[config.mk]
export PLATFORM = sky130hd
export DESIGN_NAME = hover_dwell_detector_top
export DESIGN_NICKNAME = d
export VERILOG_FILES = /design/src/design/hdd_pkg.sv /design/src/design/hdd_csr.sv /design/src/design/hdd_core.sv /design/src/design/hover_dwell_detector_top.sv
export SDC_FILE = /design/constraint.sdc
export NUM_CORES = 2
export LEC_CHECK = 0
export BUFFER_PORTS_ARGS = -buffer_cell sky130_fd_sc_hd__buf_2
export CORE_ASPECT_RATIO = 1.25
export CORE_MARGIN = 2
export CORE_UTILIZATION = 34
export DETAILED_ROUTE_END_ITERATION = 8
export GPL_TIMING_DRIVEN = 0
export SYNTH_ARGS = -nofsm -noshare
export SYNTH_HDL_FRONTEND = slang
export SYNTH_SLANG_ARGS = --single-unit
[constraint.sdc]
create_clock -name clock -period 29.8 [get_ports clock]
set_clock_uncertainty 0.05 [all_clocks]
set_input_delay 0 -clock clock [delete_from_list [all_inputs] [get_ports clock]]
set_output_delay 0 -clock clock [all_outputs]
set_load 0.03 [all_outputs]
[src/design/hdd_pkg.sv]
// Shared types and constants for the hover dwell detector.
package hdd_pkg;

   localparam int POS_WIDTH     = 16;
   localparam int TIME_WIDTH    = 16;
   localparam int DWELL_WIDTH   = 24;
   localparam int RADIUS_WIDTH  = 16;
   localparam int RSQ_WIDTH     = 2 * RADIUS_WIDTH;
   localparam int DIST_WIDTH    = 2 * POS_WIDTH + 1;
   localparam int CSR_IDX_WIDTH = 2;
   localparam int CSR_DATA_WIDTH = DWELL_WIDTH;

   localparam logic [DWELL_WIDTH-1:0]  DWELL_MAX      = {DWELL_WIDTH{1'b1}};
   localparam logic [DWELL_WIDTH-1:0]  DWELL_RESET    = DWELL_WIDTH'(500);
   localparam logic [RADIUS_WIDTH-1:0] RADIUS_RESET   = RADIUS_WIDTH'(5);

   typedef enum logic [1:0] {
      ACT_MOVE    = 2'd0,
      ACT_PRESS   = 2'd1,
      ACT_RELEASE = 2'd2,
      ACT_OTHER   = 2'd3
   } action_type;

   typedef enum logic [CSR_IDX_WIDTH-1:0] {
      CSR_REQUIRED_DWELL = 2'd0,
      CSR_RADIUS         = 2'd1
   } csr_index_type;

   typedef struct packed {
      logic [DWELL_WIDTH-1:0] required_dwell;
      logic [RSQ_WIDTH-1:0]   radius_sq;
   } cfg_type;

endpackage

[src/design/hdd_csr.sv]
// Configuration registers: required dwell time and squared tolerance radius.
module hdd_csr (
   input  logic                                clock,
   input  logic                                reset,
   input  logic                                csr_valid,
   input  logic [hdd_pkg::CSR_IDX_WIDTH-1:0]   csr_index,
   input  logic [hdd_pkg::CSR_DATA_WIDTH-1:0]  csr_data,
   output hdd_pkg::cfg_type                    cfg
);

   logic [hdd_pkg::DWELL_WIDTH-1:0]  required_ff, required_in;
   logic [hdd_pkg::RSQ_WIDTH-1:0]    radius_sq_ff, radius_sq_in;
   logic [hdd_pkg::RADIUS_WIDTH-1:0] radius_wr;

   assign radius_wr = csr_data[hdd_pkg::RADIUS_WIDTH-1:0];

   always_comb begin
      required_in  = required_ff;
      radius_sq_in = radius_sq_ff;
      if (csr_valid) begin
         case (csr_index)
            hdd_pkg::CSR_REQUIRED_DWELL: required_in = csr_data[hdd_pkg::DWELL_WIDTH-1:0];
            hdd_pkg::CSR_RADIUS: begin
               radius_sq_in = hdd_pkg::RSQ_WIDTH'(radius_wr) * hdd_pkg::RSQ_WIDTH'(radius_wr);
            end
            default: ;
         endcase
      end
   end

   always_ff @(posedge clock) begin
      if (reset) begin
         required_ff  <= hdd_pkg::DWELL_RESET;
         radius_sq_ff <= hdd_pkg::RSQ_WIDTH'(hdd_pkg::RADIUS_RESET)
                         * hdd_pkg::RSQ_WIDTH'(hdd_pkg::RADIUS_RESET);
      end else begin
         required_ff  <= required_in;
         radius_sq_ff <= radius_sq_in;
      end
   end

   assign cfg.required_dwell = required_ff;
   assign cfg.radius_sq      = radius_sq_ff;

endmodule

[src/design/hdd_core.sv]
// Tracking state, anchor distance check and saturating dwell accumulation.
module hdd_core (
   input  logic                             clock,
   input  logic                             reset,
   input  logic                             step,
   input  hdd_pkg::action_type              action,
   input  logic [hdd_pkg::POS_WIDTH-1:0]    pos_x,
   input  logic [hdd_pkg::POS_WIDTH-1:0]    pos_y,
   input  logic [hdd_pkg::TIME_WIDTH-1:0]   elapsed_ms,
   input  hdd_pkg::cfg_type                 cfg,
   output logic                             confirmed
);

   logic                              tracking_ff, tracking_in;
   logic [hdd_pkg::POS_WIDTH-1:0]     anchor_x_ff, anchor_x_in;
   logic [hdd_pkg::POS_WIDTH-1:0]     anchor_y_ff, anchor_y_in;
   logic [hdd_pkg::DWELL_WIDTH-1:0]   dwell_ff, dwell_in;

   logic signed [hdd_pkg::POS_WIDTH:0] dx, dy;
   logic [hdd_pkg::POS_WIDTH-1:0]      abs_dx, abs_dy;
   logic [hdd_pkg::DIST_WIDTH-1:0]     dist_sq;
   logic [hdd_pkg::DWELL_WIDTH:0]      dwell_sum;
   logic [hdd_pkg::DWELL_WIDTH-1:0]    dwell_sat;
   logic                               outside;

   always_comb begin
      dx = {pos_x[hdd_pkg::POS_WIDTH-1], pos_x} - {anchor_x_ff[hdd_pkg::POS_WIDTH-1], anchor_x_ff};
      dy = {pos_y[hdd_pkg::POS_WIDTH-1], pos_y} - {anchor_y_ff[hdd_pkg::POS_WIDTH-1], anchor_y_ff};
      abs_dx = dx[hdd_pkg::POS_WIDTH] ? hdd_pkg::POS_WIDTH'(-dx) : dx[hdd_pkg::POS_WIDTH-1:0];
      abs_dy = dy[hdd_pkg::POS_WIDTH] ? hdd_pkg::POS_WIDTH'(-dy) : dy[hdd_pkg::POS_WIDTH-1:0];
      dist_sq = hdd_pkg::DIST_WIDTH'(abs_dx) * hdd_pkg::DIST_WIDTH'(abs_dx)
              + hdd_pkg::DIST_WIDTH'(abs_dy) * hdd_pkg::DIST_WIDTH'(abs_dy);
      outside = dist_sq > hdd_pkg::DIST_WIDTH'(cfg.radius_sq);
      dwell_sum = {1'b0, dwell_ff} + (hdd_pkg::DWELL_WIDTH + 1)'(elapsed_ms);
      dwell_sat = dwell_sum[hdd_pkg::DWELL_WIDTH] ? hdd_pkg::DWELL_MAX
                                                  : dwell_sum[hdd_pkg::DWELL_WIDTH-1:0];
   end

   always_comb begin
      tracking_in = tracking_ff;
      anchor_x_in = anchor_x_ff;
      anchor_y_in = anchor_y_ff;
      dwell_in    = dwell_ff;
      confirmed   = 1'b0;
      if (action inside {hdd_pkg::ACT_PRESS, hdd_pkg::ACT_RELEASE}) begin
         tracking_in = 1'b0;
         dwell_in    = '0;
      end else if (action == hdd_pkg::ACT_MOVE && (!tracking_ff || outside)) begin
         tracking_in = 1'b1;
         anchor_x_in = pos_x;
         anchor_y_in = pos_y;
         dwell_in    = '0;
      end else if (tracking_ff) begin
         dwell_in  = dwell_sat;
         confirmed = dwell_sat >= cfg.required_dwell;
      end
   end

   always_ff @(posedge clock) begin
      if (reset) begin
         tracking_ff <= 1'b0;
         anchor_x_ff <= '0;
         anchor_y_ff <= '0;
         dwell_ff    <= '0;
      end else if (step) begin
         tracking_ff <= tracking_in;
         anchor_x_ff <= anchor_x_in;
         anchor_y_ff <= anchor_y_in;
         dwell_ff    <= dwell_in;
      end
   end

endmodule

[src/design/hover_dwell_detector_top.sv]
// Top level of the hover dwell detector: input register, core and result register.
// The req_ channel takes one pointer event per beat: action, pos_x, pos_y and
// elapsed_ms. A beat moves when req_valid is high and req_stall is low.
// Every event yields exactly one rsp_ beat carrying confirmed, in event order.
// The csr_ channel writes required_dwell_ms (index 0) and radius_px (index 1);
// csr_ready is always high and other indexes are ignored. Write only while idle.
// A beat accepted into the input register moves into the result register and shows
// its result on rsp_valid when the result register is free.
// Throughput is one event per cycle while rsp_stall is low; the state update
// and the distance and dwell compare are combinational between the two registers.
// When the receiver holds rsp_stall, the result register holds and one more
// event may wait in the input register before req_stall rises.
// Reset clears tracking, anchor and dwell, empties both registers and loads
// a required dwell of 500 ms and a radius of 5 pixels.
module hover_dwell_detector_top (
   input  logic                                clock,
   input  logic                                reset,
   input  logic                                req_valid,
   output logic                                req_stall,
   input  logic [1:0]                          req_action,
   input  logic signed [hdd_pkg::POS_WIDTH-1:0] req_pos_x,
   input  logic signed [hdd_pkg::POS_WIDTH-1:0] req_pos_y,
   input  logic [hdd_pkg::TIME_WIDTH-1:0]      req_elapsed_ms,
   output logic                                rsp_valid,
   input  logic                                rsp_stall,
   output logic                                rsp_confirmed,
   input  logic                                csr_valid,
   output logic                                csr_ready,
   input  logic [hdd_pkg::CSR_IDX_WIDTH-1:0]   csr_index,
   input  logic [hdd_pkg::CSR_DATA_WIDTH-1:0]  csr_data
);

   hdd_pkg::cfg_type cfg;

   logic                            in_valid_ff, in_valid_in;
   logic [1:0]                      action_ff;
   logic [hdd_pkg::POS_WIDTH-1:0]   pos_x_ff, pos_y_ff;
   logic [hdd_pkg::TIME_WIDTH-1:0]  elapsed_ff;
   logic                            rsp_valid_ff, rsp_valid_in;
   logic                            confirmed_ff, confirmed_in;
   logic                            advance, load, step;

   assign csr_ready = 1'b1;

   hdd_csr u_csr (
      .clock     (clock),
      .reset     (reset),
      .csr_valid (csr_valid),
      .csr_index (csr_index),
      .csr_data  (csr_data),
      .cfg       (cfg)
   );

   assign advance   = !rsp_valid_ff || !rsp_stall;
   assign req_stall = in_valid_ff && !advance;
   assign load      = req_valid && !req_stall;
   assign step      = in_valid_ff && advance;

   always_comb begin
      in_valid_in  = in_valid_ff;
      rsp_valid_in = rsp_valid_ff;
      if (advance) begin
         in_valid_in  = load;
         rsp_valid_in = in_valid_ff;
      end else if (!in_valid_ff) begin
         in_valid_in = load;
      end
   end

   hdd_core u_core (
      .clock      (clock),
      .reset      (reset),
      .step       (step),
      .action     (hdd_pkg::action_type'(action_ff)),
      .pos_x      (pos_x_ff),
      .pos_y      (pos_y_ff),
      .elapsed_ms (elapsed_ff),
      .cfg        (cfg),
      .confirmed  (confirmed_in)
   );

   always_ff @(posedge clock) begin
      if (reset) begin
         in_valid_ff  <= 1'b0;
         rsp_valid_ff <= 1'b0;
      end else begin
         in_valid_ff  <= in_valid_in;
         rsp_valid_ff <= rsp_valid_in;
      end
   end

   always_ff @(posedge clock) begin
      if (load) begin
         action_ff  <= req_action;
         pos_x_ff   <= req_pos_x;
         pos_y_ff   <= req_pos_y;
         elapsed_ff <= req_elapsed_ms;
      end
      if (step) begin
         confirmed_ff <= confirmed_in;
      end
   end

   assign rsp_valid     = rsp_valid_ff;
   assign rsp_confirmed = confirmed_ff;

endmodule

# --- Yosys cells after proc, flatten, opt, wreduce, memory -nomap -nowiden ---
# Index checks and enable logic that the tools add are counted.
totals:
  regBits: 166
  in_bits: 81
  elab_cells: 61
  output_inout_bits: 4
classes:
  n_mul: 3
  n_eq_ne: 3
  add_sub_neg: 6
  n_lt_le_gt_ge: 2
  reduce_logical: 22
  muxes: 10
  bitwise: 2
ops:
  columns: ["cell", "count"]
  rows:
  - ["$mul 16x16->32", 3]
  - ["$mux 24", 4]
  - ["$sub 16x16->17", 2]
  - ["$add 32x32->33", 1]
  - ["$gt 33x32->1", 1]
  - ["$mux 16", 2]
  - ["$neg 16->16", 2]
  - ["$add 24x16->25", 1]
  - ["$ge 24x24->1", 1]
  - ["$reduce_and 2->1", 4]
  - ["$logic_not 1->1", 5]
  - ["$eq 2x1->1 const B", 2]
  - ["$logic_and 1x1->1", 4]
  - ["$logic_not 2->1", 2]
  - ["$mux 1", 4]
  - ["$reduce_bool 2->1", 2]
  - ["$reduce_and 3->1", 1]
  - ["$reduce_bool 3->1", 1]
  - ["$reduce_or 3->1", 1]
  - ["$eq 2x2->1 const B", 1]
  - ["$logic_or 1x1->1", 2]
  - ["$not 1->1", 2]

# --- Logic depth before layout (Yosys ltp) ---
depth:
  word_depth: 10
  depth_mapped: 55
  ltp_nobuf: 54

# --- Cells and area by module ---
# Synthesis repeated with hierarchy kept, for this count alone.
unflattened:
  cells_unflattened: 3668
  area_unflattened_um2: 32635.0
modules_own_cells:
  columns: ["mod", "area_each_um2", "instances", "cells_per_inst", "seq_area_each_um2"]
  rows:
  - ["hdd_core", 21573.2, 1, 2498, 1141.1]
  - ["hdd_csr", 9432.8, 1, 1107, 1101.1]
  - ["hover_dwell_detector_top", 1629.1, 1, 63, 1571.5]

# --- Least setup slack after synthesis ---
# Ideal clock, no wire load.
synth_path:
  path_type: "register -> register"
  startpoint: "register pos_x_ff[0] (netlist bit)"
  endpoint: "register u_core.dwell_ff[17] (netlist bit)"
  required_ns: 29.686
  arrival_time_ns: 13.089
  path_stages_with_launch: 55
  setup_time_ns: 0.064
  slack_ns: 16.597
  n_path_buf: 3
  synth_period_minus_slack_ns: 13.203
  cell_sequence: "edfxtp_1 > inv_1 > ha_1 > inv_1 > fa_1 > a21oi_1 > o21ai_1 > a21oi_1 > o21bai_1 > a2111oi_0 > nor3_1 > nor2_1 > a221o_1 > buf_2 > o21ai_0 > xor2_1 > clkbuf_1 > nor2_1 > (+19 left out) > a31oi_1 > o21ai_0 > a31oi_1 > o21bai_1 > a21oi_1 > xnor2_1 > ha_1 > a211oi_1 > o211ai_1 > a31oi_1 > a31oi_1 > a21boi_0 > or4b_2 > mux2i_1 > o41a_1 > buf_2 > a21oi_1 > nor2_1"
synth_via:
  elab_chain_cells: 10
  word_cells_on_any_way: 12
  cone_classes: "3 x add/sub; 1 x mul; 1 x order compare; 3 x mux; 4 x reduce/logical"
synth_lines:
  columns: ["item", "line", "rtl"]
  rows:
  - ["start, declared", "hover_dwell_detector_top.sv:37", "logic [hdd_pkg::POS_WIDTH-1:0] pos_x_ff, pos_y_ff;"]
  - ["start signal, assigned", "hover_dwell_detector_top.sv:95", "pos_x_ff <= req_pos_x;"]
  - ["$sub 16x16->17 *", "hdd_core.sv:27", "dx = {pos_x[hdd_pkg::POS_WIDTH-1], pos_x} - {anchor_x_ff[hdd_pkg::POS_WIDTH-1], anchor_x_ff};"]
  - ["$neg 16->16", "hdd_core.sv:29", "abs_dx = dx[hdd_pkg::POS_WIDTH] ? hdd_pkg::POS_WIDTH'(-dx) : dx[hdd_pkg::POS_WIDTH-1:0];"]
  - ["$mux 16 *", "hdd_core.sv:29", null]
  - ["$mul 16x16->32 *", "hdd_core.sv:31", "dist_sq = hdd_pkg::DIST_WIDTH'(abs_dx) * hdd_pkg::DIST_WIDTH'(abs_dx)"]
  - ["$add 32x32->33 *", "hdd_core.sv:32", "+ hdd_pkg::DIST_WIDTH'(abs_dy) * hdd_pkg::DIST_WIDTH'(abs_dy);"]
  - ["$gt 33x32->1 *", "hdd_core.sv:33", "outside = dist_sq > hdd_pkg::DIST_WIDTH'(cfg.radius_sq);"]
  - ["$logic_or 1x1->1 *", "hdd_core.sv:48", "end else if (action == hdd_pkg::ACT_MOVE && (!tracking_ff || outside)) begin"]
  - ["$logic_and 1x1->1 *", "hdd_core.sv:48", null]
  - ["$reduce_bool 3->1 (no source line) / $mux 24 (equally long branches)", null, null]
  - ["$reduce_and 2->1 (no source line) / $mux 24 (equally long branches)", null, null]
  - ["end signal, assigned", "hdd_core.sv:69", "dwell_ff <= dwell_in;"]
  - ["end, declared", "hdd_core.sv:17", "logic [hdd_pkg::DWELL_WIDTH-1:0] dwell_ff, dwell_in;"]
# Mark *: on every way between the ends. The rest lies on a longest branch, timed or not.
# A chain may end at the register's enable or synchronous reset.

# --- Final worst setup path ---
# Ends and elaborated chain as after synthesis.

==> key figures <==
STA
  • Final min period: 16.32 ns
  • Fmax: just over 60 MHz
  • Final Setup Violations: 0
  • Final period util: 54.8%
  • Slew @ Worst Pin: 1.50 ns
  • Max Slew Vio Count: 11
  • RSZ-0062 raised after global routing: no
  • Worst slew margin: -0.847%
  • Final Hold Vio Count: 0
  • Setup TNS: 0 ns

Global route
  • Vias in the first global route: 24,900
  • Total GRT Usage: about 17%
  • Pin count of the biggest net entering global routing: 34
  • Grt ovf: 0
  • Global-route wire length before repair: 131 mm
  • Initial antenna violation count: 0

Placed design
  • Placed wire-length estimate: 68.6 mm
  • Post-placement cell count: 4,863
  • Port Buffers: 82
  • Placer Congestion: 0.887

Setup path
  • FF-to-FF path depth: between 50 and 60
  • WP depth: between 50 and 60
  • Worst Setup End Kind: register
  • Critical Path Slowest Stage Cell: xor2_1
  • Worst Setup SP: pos_x_ff[0]
  • Max FO, Critical Path: 10
  • Crit-path most repeated cell: fa_1
  • CP Capture Point: u_core.dwell_ff[17]
  • Critical path's largest stage delay: approximately 0.94 ns
  • WP buf/inv: 11
  • Critical path startpoint category: register
  • RR Endpoint: u_core.dwell_ff[17]
  • Data required, critical path: 30.18 ns
  • Delay-heaviest family, CP: compound AO/OA/AOI/OAI gates
  • Kind of critical path: register to register
  • R2r startpoint: pos_x_ff[0]
  • Critical path arrival: between 15 and 20 ns
  • R2R Setup Slk: 13.48 ns

Logic synthesis
  • Synthesized area per cell: 8.95 sq um
  • Post-Syn Instances: 3,573
  • Unique masters post-synth: between 70 and 80
  • Syn Nets: 4,604
  • Post-synth top flop: dfxtp_1
  • Most common cell in the synthesized netlist: inv_1
  • EDFF count, synth: 51
  • Post-synthesis register bit count: 165
  • Most common library cells after synthesis: inv_1 (913), fa_1 (555), ha_1 (395), nor2_1 (299), nand2_1 (254)
  • Post-Syn Area: around 0.032 sq mm
  • Area leader, netlist: fa_1
  • Post-synthesis sequential area ratio: 11.9%
  • Main area contributors after synthesis: fa_1 (35%), ha_1 (15%), inv_1 (11%), dfxtp_1 (7.1%), edfxtp_1 (4.8%)
  • Synth top area share: 34.7%
  • FFs w/ async S/R, synth: 0%
  • Warnings from Yosys: 0

Drt
  • Total Wirelength: 78.7 mm
  • # DRC: 0
  • Starting DRT DRC Count: approximately 940
  • First drt pass iteration count: 5
  • Avg Vias per Cell: 4.74
  • DR vias: 23,500
  • Routed WL per cell: 15.9 microns
  • Post-route antenna net violation count: 0

CTS
  • Clock-pin slew on the worst setup and hold paths: 0.08 ns
  • Clock buffer depth: 2
  • Clk_lat worst skew: 0.48 ns
  • Root Driver: clkbuf_16
  • Clk sinks: 165
  • TritonCTS Buffers: 17
  • CTS tree: done
  • CTS H-tree depth: 4
  • Post-CTS Setup Repair Bufs: 0

Floorplanning
  • DIE WIDTH: 278 microns
  • Cell row count: 125
  • Top-level port count: 85
  • Die height: 347 microns
  • Die area: slightly below 0.1 sq mm
  • Starting Density: 34.4%
  • Core Box Area: 0.0931 sq mm

Layout
  • Area of the multi-input gates: 0.0244 sq mm
  • Nets: ~4,800
  • # diodes: 0
  • Non-filler cells, final: 4,963
  • Fillcell total: 9,439
  • Layout area overhead: 10.1%
  • Register area: about 0.0038 sq mm
  • Share of layout cells above drive strength 1: 4.63%

Outcome
  • Violated checks: capacitance limit, slew limit
  • Run status: finished with violations

Hold path
  • Hold depth: 4
  • Worst Hold Class: primary input to register
  • Worst hold start: csr_data[0]

Job
  • Number of max-cap violations: 1
## state kept, by name (all words and copies together), names as in the netlist
signal	count
u_core.tracking_ff	1
pos_y_ff	16
u_csr.radius_sq_ff	31
rsp_valid	1
pos_x_ff	16
elapsed_ff	16
u_csr.required_ff	24
u_core.dwell_ff	24
u_core.anchor_x_ff	16
u_core.anchor_y_ff	16
in_valid_ff	1
action_ff	2
rsp_confirmed	1
## worst register-to-register path, delay by kind of cell (launching register included)
family | cells | cell delay [ns]
AO/OA/AOI/OAI | 22 | 5.82
adder cells (fa/ha/maj) | 12 | 5.22
multiplexers | 1 | 0.19
buffers and inverters | 11 | 1.58
flip-flops | 1 | 0.40
XOR/XNOR | 2 | 1.04
AND/OR/NAND/NOR | 6 | 1.98
## final cells by class
cell class	instances	share of cell area, %
plain buffers	81	0.966
clock buffers	19	1.26
clock inverters	13	0.462
inverters	920	9.80
multi-input cells	2407	69.2
flip-flops and latches	165	10.8
well taps	1206	4.28
repair buffers	152	3.18
## how the worst min path moves through the flow
stage	endpoint	slack (ns)
floorplan	action_ff[0]	0.05
global placement	pos_x_ff[6]	0.13
detailed placement	elapsed_ff[0]	0.13
CTS	u_csr.radius_sq_ff[24]	0.05
global route	u_csr.required_ff[8]	0.07
finish	u_csr.radius_sq_ff[2]	0.07
## metrics by stage
step	util (%)	setup WS, ns	hold WS (ns)	instance area (sq um)
after floorplan	-	16.60	0.0489	32000
after global placement	36.4	13.71	0.126	33900
after detailed placement	36.5	13.65	0.128	33900
after CTS	37.9	13.60	0.0478	35200
after global routing	37.9	12.59	0.0680	35200
final	37.9	13.48	0.0678	35200
## kinds of logic (layout without fill, tap and decap cells)
kind of cell               Yosys count  in the layout  synth area share, %
adders and majority gates          950            950                 50.2
xor gates and xnor gates           122            122                 3.34
and+or+nand+nor                    861            861                 12.4
other                                1              1               0.0117
AOI/OAI and AO/OA                  437            437                 9.12
buffers and inverters             1001           1185                 11.9
DFF                                165            165                 11.9
muxes                               36             36                 1.14
## metal layers
| metal | global-route usage, % | routed length, microns | vias up |
|---|---|---|---|
| met1 | 20.7 | 32900 | 11500 |
| met3 | 1.72 | 2170 | 142 |
| li1 | - | - | 11400 |
| met5 | 0 | 0 | - |
| met2 | 30.6 | 40500 | 423 |
| met4 | 6.75 | 3170 | 0 |
## cell usage in the layout, fill, tap and decap left out, types with 7 or more instances in the layout
cell and n:
inv_1 913, o31ai_1 7, fa_1 555, nor3_1 35, xnor2_1 76, mux2i_1 33, a21o_1 56, dlygate4sd3_1 68
nand2b_1 37, ha_1 395, clkbuf_1 72, xor2_1 46, or3_1 18, or4_1 9, clkbuf_16 17, o21bai_1 16
and3_1 14, nand4_1 19, edfxtp_1 51, dfxtp_1 114, o21a_1 30, buf_2 87, a211oi_1 18, o21ai_1 9
nand2_1 254, nand3_1 33, nor2b_1 29, and2_1 57, o21ai_0 52, a22o_1 22, a31oi_1 19, a21oi_1 137
o211ai_1 20, or2_2 28, nor2_1 299
## repair_timing
| action | 4_1_cts | 5_1_grt |
|---|---|---|
| endpoints found under the hold margin | 88 | 0 |
| resized for setup | 0 | 0 |
| endpoints found under the setup margin | 0 | 0 |
| hold buffers | 68 | 0 |
Power is left out: the tool's default activity adds up to more than one toggle a clock period on the data nets, which glitch-free logic cannot reach.
